===== config.mk =====
export PLATFORM = sky130hd
export DESIGN_NAME = binary_heap_priority_queue
export DESIGN_NICKNAME = d
export VERILOG_FILES = /design/src/sv/hpq_pkg.sv /design/src/sv/binary_heap_priority_queue.sv /design/src/sv/hpq_ram.sv /design/src/sv/hpq_ctrl.sv
export SDC_FILE = /design/constraint.sdc
export NUM_CORES = 2
export LEC_CHECK = 0
export ABC_AREA = 1
export BUFFER_PORTS_ARGS = -buffer_cell sky130_fd_sc_hd__buf_2
export CAP_MARGIN = 20
export CORE_AREA = 3 3 587 589
export DETAILED_ROUTE_END_ITERATION = 8
export DIE_AREA = 0 0 590 592
export SLEW_MARGIN = 20
export SYNTH_ARGS = -nofsm -noshare
export SYNTH_HDL_FRONTEND = slang
export SYNTH_SLANG_ARGS = --single-unit

===== constraint.sdc =====
create_clock -name clk -period 7.2 [get_ports clk]
set_clock_uncertainty 0.15 [all_clocks]
set_input_delay 0.72 -clock clk [delete_from_list [all_inputs] [get_ports clk]]
set_output_delay 0.72 -clock clk [all_outputs]
set_load 0.02 [all_outputs]

===== src/sv/hpq_pkg.sv =====
`timescale 1ns / 1ps
// ----------------------------------------------------------------------------
// Heap priority queue package
// Shared request and response types, codes and the priority compare.
// ----------------------------------------------------------------------------
package hpq_pkg;

  // Width of one stored value and of the reported entry count.
  localparam int VALUE_W = 32;
  localparam int COUNT_W = 7;

  typedef logic signed [VALUE_W-1:0] value_t;

  typedef enum logic {
    OP_PUSH = 1'b0,
    OP_POP  = 1'b1
  } op_t;

  typedef enum logic [1:0] {
    ST_OK        = 2'd0,
    ST_POP_EMPTY = 2'd1,
    ST_PUSH_FULL = 2'd2
  } status_t;

  typedef enum logic [1:0] {
    MODE_MAX_FIRST = 2'd0,
    MODE_MIN_FIRST = 2'd1
  } mode_code_t;

  typedef struct packed {
    op_t    op;
    value_t in_value;
  } in_req_t;

  typedef struct packed {
    value_t               top_value;
    logic [COUNT_W-1:0]   entry_count;
    logic                 is_empty;
    status_t              status;
  } out_rsp_t;

  typedef enum logic [3:0] {
    S_IDLE,
    S_UP_RD,
    S_UP_CMP,
    S_POP_RD,
    S_POP_LD,
    S_DN_RD,
    S_DN_CMP,
    S_FIN,
    S_DONE
  } hpq_state_t;

  // True when a must sit strictly above b in the heap.
  function automatic logic higher(input value_t a, input value_t b, input logic min_first);
    logic res;
    if (min_first) begin
      res = (a < b);
    end else begin
      res = (a > b);
    end
    return res;
  endfunction

endpackage


===== src/sv/binary_heap_priority_queue.sv =====
`timescale 1ns / 1ps
// ----------------------------------------------------------------------------
// Binary heap priority queue
// Push and pop requests on a heap kept in one RAM, one response per request.
// ----------------------------------------------------------------------------
// Usage:
//   The input channel (in_valid, in_stall, in_req) carries one request: a push
//   of in_value or a pop of the top entry. Every request returns exactly one
//   response on the output channel (out_valid, out_stall, out_rsp) with the
//   top entry, the entry count, an empty flag and a status code.
//   A request is processed one heap level at a time: each level takes a RAM
//   read state and a compare/write state. A push that climbs to the root, or
//   one into an empty queue, ends with a final write state; a pop first
//   reads the last entry and loads it as the item to sink from the root, then
//   sinks until a leaf or a compare stops it. A rejected request, or a pop
//   that empties the queue, goes straight to its response. The next request
//   is taken in the cycle after the response is registered. The longest
//   requests are a push climbing six levels or a pop sinking five in a
//   64-entry queue.
//   The response sits in an output register; a stalled receiver holds it
//   there while the next request is already being processed, and the block
//   waits only if a second response is ready before the first is taken.
//   cfg_we/cfg_data set the order mode (0 largest first, 1 smallest first);
//   the write only takes effect while the queue is empty.
//   Synchronous reset empties the queue, selects largest first and drops any
//   pending response. The heap RAM itself is not cleared.
// ----------------------------------------------------------------------------
module binary_heap_priority_queue #(
  parameter int CAPACITY = 64
) (
  input  logic              clk,
  input  logic              rst_n,
  input  logic              in_valid,
  output logic              in_stall,
  input  hpq_pkg::in_req_t  in_req,
  output logic              out_valid,
  input  logic              out_stall,
  output hpq_pkg::out_rsp_t out_rsp,
  input  logic              cfg_we,
  input  logic              cfg_data
);
  import hpq_pkg::*;

  localparam int AW = $clog2(CAPACITY);

  logic          rsp_valid;
  logic          rsp_ready;
  out_rsp_t      rsp;
  logic          ram_we;
  logic [AW-1:0] ram_waddr;
  value_t        ram_wdata;
  logic [AW-1:0] ram_raddr_a;
  logic [AW-1:0] ram_raddr_b;
  value_t        ram_rdata_a;
  value_t        ram_rdata_b;

  logic          out_valid_r, out_valid_nxt;
  out_rsp_t      out_rsp_r, out_rsp_nxt;

  // Heap storage.
  hpq_ram #(
    .WIDTH (VALUE_W),
    .DEPTH (CAPACITY)
  ) u_ram (
    .clk     (clk),
    .we      (ram_we),
    .waddr   (ram_waddr),
    .wdata   (ram_wdata),
    .raddr_a (ram_raddr_a),
    .raddr_b (ram_raddr_b),
    .rdata_a (ram_rdata_a),
    .rdata_b (ram_rdata_b)
  );

  // Sift sequencer.
  hpq_ctrl #(
    .CAPACITY (CAPACITY)
  ) u_ctrl (
    .clk         (clk),
    .rst_n       (rst_n),
    .in_valid    (in_valid),
    .in_stall    (in_stall),
    .in_req      (in_req),
    .cfg_we      (cfg_we),
    .cfg_data    (cfg_data),
    .rsp_valid   (rsp_valid),
    .rsp_ready   (rsp_ready),
    .rsp         (rsp),
    .ram_we      (ram_we),
    .ram_waddr   (ram_waddr),
    .ram_wdata   (ram_wdata),
    .ram_raddr_a (ram_raddr_a),
    .ram_raddr_b (ram_raddr_b),
    .ram_rdata_a (ram_rdata_a),
    .ram_rdata_b (ram_rdata_b)
  );

  // Output register: loads when empty or when the held response leaves.
  assign rsp_ready = !out_valid_r || !out_stall;

  always_comb begin
    out_valid_nxt = out_valid_r;
    out_rsp_nxt   = out_rsp_r;
    if (rsp_valid && rsp_ready) begin
      out_valid_nxt = 1'b1;
      out_rsp_nxt   = rsp;
    end else if (!out_stall) begin
      out_valid_nxt = 1'b0;
    end
  end

  always_ff @(posedge clk) begin
    if (!rst_n) begin
      out_valid_r <= 1'b0;
    end else begin
      out_valid_r <= out_valid_nxt;
    end
  end

  always_ff @(posedge clk) begin
    out_rsp_r <= out_rsp_nxt;
  end

  assign out_valid = out_valid_r;
  assign out_rsp   = out_rsp_r;

endmodule


===== src/sv/hpq_ram.sv =====
`timescale 1ns / 1ps
// ----------------------------------------------------------------------------
// Generic RAM
// One write port and two read ports, read data registered.
// ----------------------------------------------------------------------------
module hpq_ram #(
  parameter int WIDTH = 32,
  parameter int DEPTH = 64
) (
  input  logic                     clk,
  input  logic                     we,
  input  logic [$clog2(DEPTH)-1:0] waddr,
  input  logic [WIDTH-1:0]         wdata,
  input  logic [$clog2(DEPTH)-1:0] raddr_a,
  input  logic [$clog2(DEPTH)-1:0] raddr_b,
  output logic [WIDTH-1:0]         rdata_a,
  output logic [WIDTH-1:0]         rdata_b
);

  logic [WIDTH-1:0] mem_r [DEPTH];
  logic [WIDTH-1:0] rdata_a_r;
  logic [WIDTH-1:0] rdata_b_r;

  // Write port and registered reads.
  always_ff @(posedge clk) begin
    if (we) begin
      mem_r[waddr] <= wdata;
    end
    rdata_a_r <= mem_r[raddr_a];
    rdata_b_r <= mem_r[raddr_b];
  end

  assign rdata_a = rdata_a_r;
  assign rdata_b = rdata_b_r;

endmodule


===== src/sv/hpq_ctrl.sv =====
`timescale 1ns / 1ps
// ----------------------------------------------------------------------------
// Heap priority queue sequencer
// Runs sift-up and sift-down one level at a time against the heap RAM.
// ----------------------------------------------------------------------------
module hpq_ctrl #(
  parameter int CAPACITY = 64
) (
  input  logic                        clk,
  input  logic                        rst_n,
  input  logic                        in_valid,
  output logic                        in_stall,
  input  hpq_pkg::in_req_t            in_req,
  input  logic                        cfg_we,
  input  logic                        cfg_data,
  output logic                        rsp_valid,
  input  logic                        rsp_ready,
  output hpq_pkg::out_rsp_t           rsp,
  output logic                        ram_we,
  output logic [$clog2(CAPACITY)-1:0] ram_waddr,
  output hpq_pkg::value_t             ram_wdata,
  output logic [$clog2(CAPACITY)-1:0] ram_raddr_a,
  output logic [$clog2(CAPACITY)-1:0] ram_raddr_b,
  input  hpq_pkg::value_t             ram_rdata_a,
  input  hpq_pkg::value_t             ram_rdata_b
);
  import hpq_pkg::*;

  localparam int AW = $clog2(CAPACITY);
  localparam int CW = $clog2(CAPACITY + 1);
  localparam int XW = AW + 2;

  hpq_state_t     state_r, state_nxt;
  logic [AW-1:0]  idx_r, idx_nxt;
  logic [CW-1:0]  cnt_r, cnt_nxt;
  value_t         item_r, item_nxt;
  value_t         top_r, top_nxt;
  status_t        status_r, status_nxt;
  logic           mode_r;

  logic           accept;
  logic           is_full;
  logic [AW-1:0]  parent;
  logic [XW-1:0]  child_l;
  logic [XW-1:0]  child_r;
  logic           left_ok;
  logic           right_ok;
  logic           pick_right;
  value_t         child_val;
  logic [AW-1:0]  child_idx;

  // Heap address arithmetic for the current level.
  assign accept     = in_valid && (state_r == S_IDLE);
  assign is_full    = (cnt_r == CW'(CAPACITY));
  assign parent     = (idx_r - AW'(1)) >> 1;
  assign child_l    = XW'({idx_r, 1'b1});
  assign child_r    = child_l + XW'(1);
  assign left_ok    = (child_l < XW'(cnt_r));
  assign right_ok   = (child_r < XW'(cnt_r));
  assign pick_right = right_ok && higher(ram_rdata_b, ram_rdata_a, mode_r);
  assign child_val  = pick_right ? ram_rdata_b : ram_rdata_a;
  assign child_idx  = pick_right ? child_r[AW-1:0] : child_l[AW-1:0];

  // Next state.
  always_comb begin
    state_nxt = state_r;
    unique case (state_r)
      S_IDLE: begin
        if (accept) begin
          if (in_req.op == OP_PUSH) begin
            if (is_full) begin
              state_nxt = S_DONE;
            end else if (cnt_r == '0) begin
              state_nxt = S_FIN;
            end else begin
              state_nxt = S_UP_RD;
            end
          end else begin
            if (cnt_r == '0 || cnt_r == CW'(1)) begin
              state_nxt = S_DONE;
            end else begin
              state_nxt = S_POP_RD;
            end
          end
        end
      end
      S_UP_RD: begin
        state_nxt = S_UP_CMP;
      end
      S_UP_CMP: begin
        if (higher(item_r, ram_rdata_a, mode_r)) begin
          state_nxt = (parent == '0) ? S_FIN : S_UP_RD;
        end else begin
          state_nxt = S_DONE;
        end
      end
      S_POP_RD: begin
        state_nxt = S_POP_LD;
      end
      S_POP_LD: begin
        state_nxt = S_DN_RD;
      end
      S_DN_RD: begin
        state_nxt = left_ok ? S_DN_CMP : S_DONE;
      end
      S_DN_CMP: begin
        state_nxt = higher(child_val, item_r, mode_r) ? S_DN_RD : S_DONE;
      end
      S_FIN: begin
        state_nxt = S_DONE;
      end
      S_DONE: begin
        if (rsp_ready) begin
          state_nxt = S_IDLE;
        end
      end
      default: begin
        state_nxt = S_IDLE;
      end
    endcase
  end

  // Datapath control and register updates for each state.
  always_comb begin
    idx_nxt     = idx_r;
    cnt_nxt     = cnt_r;
    item_nxt    = item_r;
    status_nxt  = status_r;
    ram_we      = 1'b0;
    ram_waddr   = idx_r;
    ram_wdata   = item_r;
    ram_raddr_a = parent;
    ram_raddr_b = child_r[AW-1:0];
    unique case (state_r)
      S_IDLE: begin
        if (accept) begin
          status_nxt = ST_OK;
          if (in_req.op == OP_PUSH) begin
            if (is_full) begin
              status_nxt = ST_PUSH_FULL;
            end else begin
              item_nxt = in_req.in_value;
              idx_nxt  = cnt_r[AW-1:0];
              cnt_nxt  = cnt_r + CW'(1);
            end
          end else begin
            if (cnt_r == '0) begin
              status_nxt = ST_POP_EMPTY;
            end else begin
              cnt_nxt = cnt_r - CW'(1);
            end
          end
        end
      end
      S_UP_RD: begin
        ram_raddr_a = parent;
      end
      S_UP_CMP: begin
        ram_we = 1'b1;
        if (higher(item_r, ram_rdata_a, mode_r)) begin
          ram_wdata = ram_rdata_a;
          idx_nxt   = parent;
        end
      end
      S_POP_RD: begin
        // The count already points one past the new last entry.
        ram_raddr_a = cnt_r[AW-1:0];
      end
      S_POP_LD: begin
        item_nxt = ram_rdata_a;
        idx_nxt  = '0;
      end
      S_DN_RD: begin
        ram_raddr_a = child_l[AW-1:0];
        ram_raddr_b = child_r[AW-1:0];
        if (!left_ok) begin
          ram_we = 1'b1;
        end
      end
      S_DN_CMP: begin
        ram_we = 1'b1;
        if (higher(child_val, item_r, mode_r)) begin
          ram_wdata = child_val;
          idx_nxt   = child_idx;
        end
      end
      S_FIN: begin
        ram_we = 1'b1;
      end
      S_DONE: begin
        ram_we = 1'b0;
      end
      default: begin
        ram_we = 1'b0;
      end
    endcase
  end

  // The root entry is mirrored so the top is available without a read.
  always_comb begin
    top_nxt = top_r;
    if (ram_we && ram_waddr == '0) begin
      top_nxt = ram_wdata;
    end
  end

  always_ff @(posedge clk) begin
    if (!rst_n) begin
      state_r <= S_IDLE;
      cnt_r   <= '0;
      mode_r  <= 1'b0;
    end else begin
      state_r <= state_nxt;
      cnt_r   <= cnt_nxt;
      // Order mode only changes while the queue is empty.
      if (cfg_we && cnt_r == '0) begin
        mode_r <= cfg_data;
      end
    end
  end

  always_ff @(posedge clk) begin
    idx_r    <= idx_nxt;
    item_r   <= item_nxt;
    top_r    <= top_nxt;
    status_r <= status_nxt;
  end

  // Response assembled from the settled state.
  assign in_stall         = (state_r != S_IDLE);
  assign rsp_valid        = (state_r == S_DONE);
  assign rsp.top_value    = (cnt_r == '0) ? '0 : top_r;
  assign rsp.entry_count  = COUNT_W'(cnt_r);
  assign rsp.is_empty     = (cnt_r == '0);
  assign rsp.status       = status_r;

endmodule


==> impl_results.md <==
- # resized after CTS: 0
- Peak Freq: 0.1495 GHz
- Nets: 8,806
- Area contributors post-synth: edfxtp_1 (64%), o211ai_1 (8.5%), o21ai_0 (4.1%), or2_2 (3.4%), nor2_1 (2.7%)
- Crit path arrival time: 7.12 ns
- Final hold vios: 0
- Avg Cell Area, Syn: roughly 12 um2
- Reg2reg end: u_ram.mem_r[62][29]
- DRC viols: 0
- Final WL: 377,100 um
- Commonest non-fill, non-tap cell in the layout: edfxtp_1
- Status: finished, final reports clean
- CTS Sinks: 2,239
- Num CTS Buffers: 225
- R2R depth: 29
- Die X-Extent: slightly below 600 um
- Bufs on Longest Clock Path: 4
- CP max stage delay: 0.60 ns
- R2R Setup Slk: 0.51 ns
- Vias per cell: 5.758
- Setup bufs post-CTS: 0
- CTS Hold Bufs: 8
- CTS tree: built
- CTS HTree Levels: 4
- CP startpoint: u_ctrl.ram_waddr[0]
- Synth async-reset ratio: 0%
- Routability cong.: 0.9265
- Clock transition time at the flip-flop clock pins of the worst setup and hold paths: 0.07 ns
- Port Buffers: 82
- Max-slew headroom: between 10% and 20%
- Unrepaired setup endpoints after global routing: no
- Global-route wire length before repair: roughly 530,000 um
- Area Growth Syn to Fin: 13.68%
- Cells after synthesis: 8,813
- Crit path capture: u_ram.mem_r[62][29]
- Initial antenna violation count: 27
- Die Height: 592 um
- Largest net degree at the start of global routing: between 150 and 200
- Distinct cell type count after synthesis: 52
- Number of nets with antenna violations after routing: 0
- Post-synthesis net count: 8,966
- Worst hold path type: in2reg
- Reg2reg start: u_ctrl.ram_waddr[0]
- Final setup fails: 0
- Number of synthesized register bits: 2,239
- Critical path fanouts, max: 48
- Final Max Slew Viols: 0
- Wire length per cell: 28.20 um
- Number of warnings issued by yosys: 0
- Worst path slowest cell: nor4_1
- Drt pass-1 iters: 7
- Layout cells sized above 1: 14.89%
- CORE AREA: 339,800 um2
- GRT Overall Usage: 20.71%
- Worst-Skew Late Latency: 0.90 ns
- Top cell type's share of synthesized area: 63.74%
- Top cell by count, worst path: nand2_1
- Post-synth EDFFs: between 2,000 and 2,500
- Most frequent cells in the layout: edfxtp_1 (2,162), o211ai_1 (1,150), o21ai_0 (839), nand2_1 (719), nor2_1 (665)
- Hpwl dp: 204,700 um
- Die ar.: about 350,000 um2
- Initial Util: between 20% and 30%
- Setup crit start kind: flip-flop
- Max-Cap Viols: 0
- Top cell type by total area after synthesis: edfxtp_1
- Fillers: 33,016
- Via count: 76,991
- IO Count: 83
- Post-Syn Area: between 100,000 and 150,000 um2
- Vias in the first global route: approximately 73,000
- Root buffer cell: clkbuf_16
- Fin crit share: slightly above 90%
- Worst-margin pin slew: ~1.2 ns
- Fin Setup TNS: 0 ns
- Critical Path RT: 7.63 ns
- Worst Setup End Kind: flip-flop
- Part of the Yosys area used for sequential elements: 65.26%
- Cell Rows: 214
- Starting DRC count in detailed routing: 11,457
- Min Tclk post-route: between 6 and 7 ns
- Ys flop type: edfxtp_1
- GRT Residual Overflow: 0
- CP Class: reg2reg
-- through the flow --
step	std cells	hold WS, ns	utilization [%]	area, um2	setup slack [ns]
final	13370	0.06639	34.07	115800	0.5122
after global routing	13365	0.04955	34.07	115800	0.2426
after CTS	13361	0.002347	34.06	115700	0.7593
after detailed placement	12953	0.2590	31.91	108400	0.8139
after global placement	12953	0.2514	31.91	108400	0.6252
after floorplan	8813	0.2503	-	101900	0.07679
-- worst max-delay path, delay by kind of cell (launching register included) --
family	cells	cell delay [ns]
XOR/XNOR	1	0.20
adder cells (fa/ha/maj)	3	0.91
AND/OR/NAND/NOR	18	3.24
AO/OA/AOI/OAI	2	0.32
buffers and inverters	5	0.97
flip-flops	1	0.54
-- cell usage after synthesis, drive strengths merged (3+ instances only) --
| cell | n |
|---|---|
| nand3b | 3 |
| a32o | 62 |
| a21o | 3 |
| ha | 114 |
| edfxtp | 2162 |
| o21a | 4 |
| clkinv | 3 |
| o21ai | 1025 |
| nor2 | 734 |
| o221ai | 5 |
| nor3 | 15 |
| xor2 | 4 |
| o31ai | 3 |
| a32oi | 33 |
| o22ai | 102 |
| buf | 224 |
| inv | 337 |
| and2 | 31 |
| clkbuf | 472 |
| nand3 | 464 |
| a21oi | 371 |
| nor3b | 3 |
| nor4 | 4 |
| dfxtp | 77 |
| nand4 | 13 |
| or2 | 610 |
| nand2 | 724 |
| a22oi | 20 |
| o211ai | 1150 |
| a31oi | 34 |
-- per-layer routing --
layer	up-vias	part of all wire (%)	GRT usage (%)
met4	18	4.9	9.391
met5	-	0.029	0
li1	32596	-	-
met3	1035	12	4.943
met1	38197	39	27.40
met2	5145	45	32.16
-- cell families after synthesis --
group / share of synthesized area [%]
flip-flops: 65.26
AO/OA/AOI/OAI: 17.42
adder cells (fa/ha/maj): 1.400
buffers and inverters: 4.040
XOR/XNOR: 0.05038
AND/OR/NAND/NOR: 11.84
-- worst min-delay path by stage --
| stage | start | end | slack [ns] | depth (start not counted) |
|---|---|---|---|---|
| after floorplan | u_ctrl.status_r[0] | out_rsp[0] | 0.25 | 0 |
| after global placement | u_ctrl.status_r[0] | out_rsp[0] | 0.25 | 0 |
| after detailed placement | u_ctrl.status_r[1] | out_rsp[1] | 0.26 | 0 |
| after CTS | in_req[26] | u_ctrl.item_r[26] | 0.002 | 3 |
| after global routing | in_req[30] | u_ctrl.item_r[30] | 0.05 | 3 |
| final | in_req[26] | u_ctrl.item_r[26] | 0.07 | 3 |
-- layout make-up --
class	instances	area [um2]	share of cell area, %
sequential	2239	66460	57.41
multi-input combinational	5538	32130	27.75
tap	4536	5675	4.902
inverter	340	1323	1.142
clock inverter	134	1379	1.191
antenna	8	20.02	0.01729
clock buffer	266	5868	5.068
timing repair buffer	309	2923	2.524
-- registers in the layout, summed over array words and instances, names as in the netlist --
signal	flops
u_ctrl.status_r	2
out_rsp	42
u_ram.rdata_b	32
u_ctrl.mode_r	1
u_ram.rdata_a	32
u_ctrl.cnt_r	7
u_ctrl.top_r	32
u_ram.mem_r	2048
out_valid	1
u_ctrl.item_r	32
u_ctrl.ram_waddr	6
u_ctrl.state_r	4
Power is not shown: default switching activity piles up to over one toggle a cycle in this logic, so the estimate is an artifact.
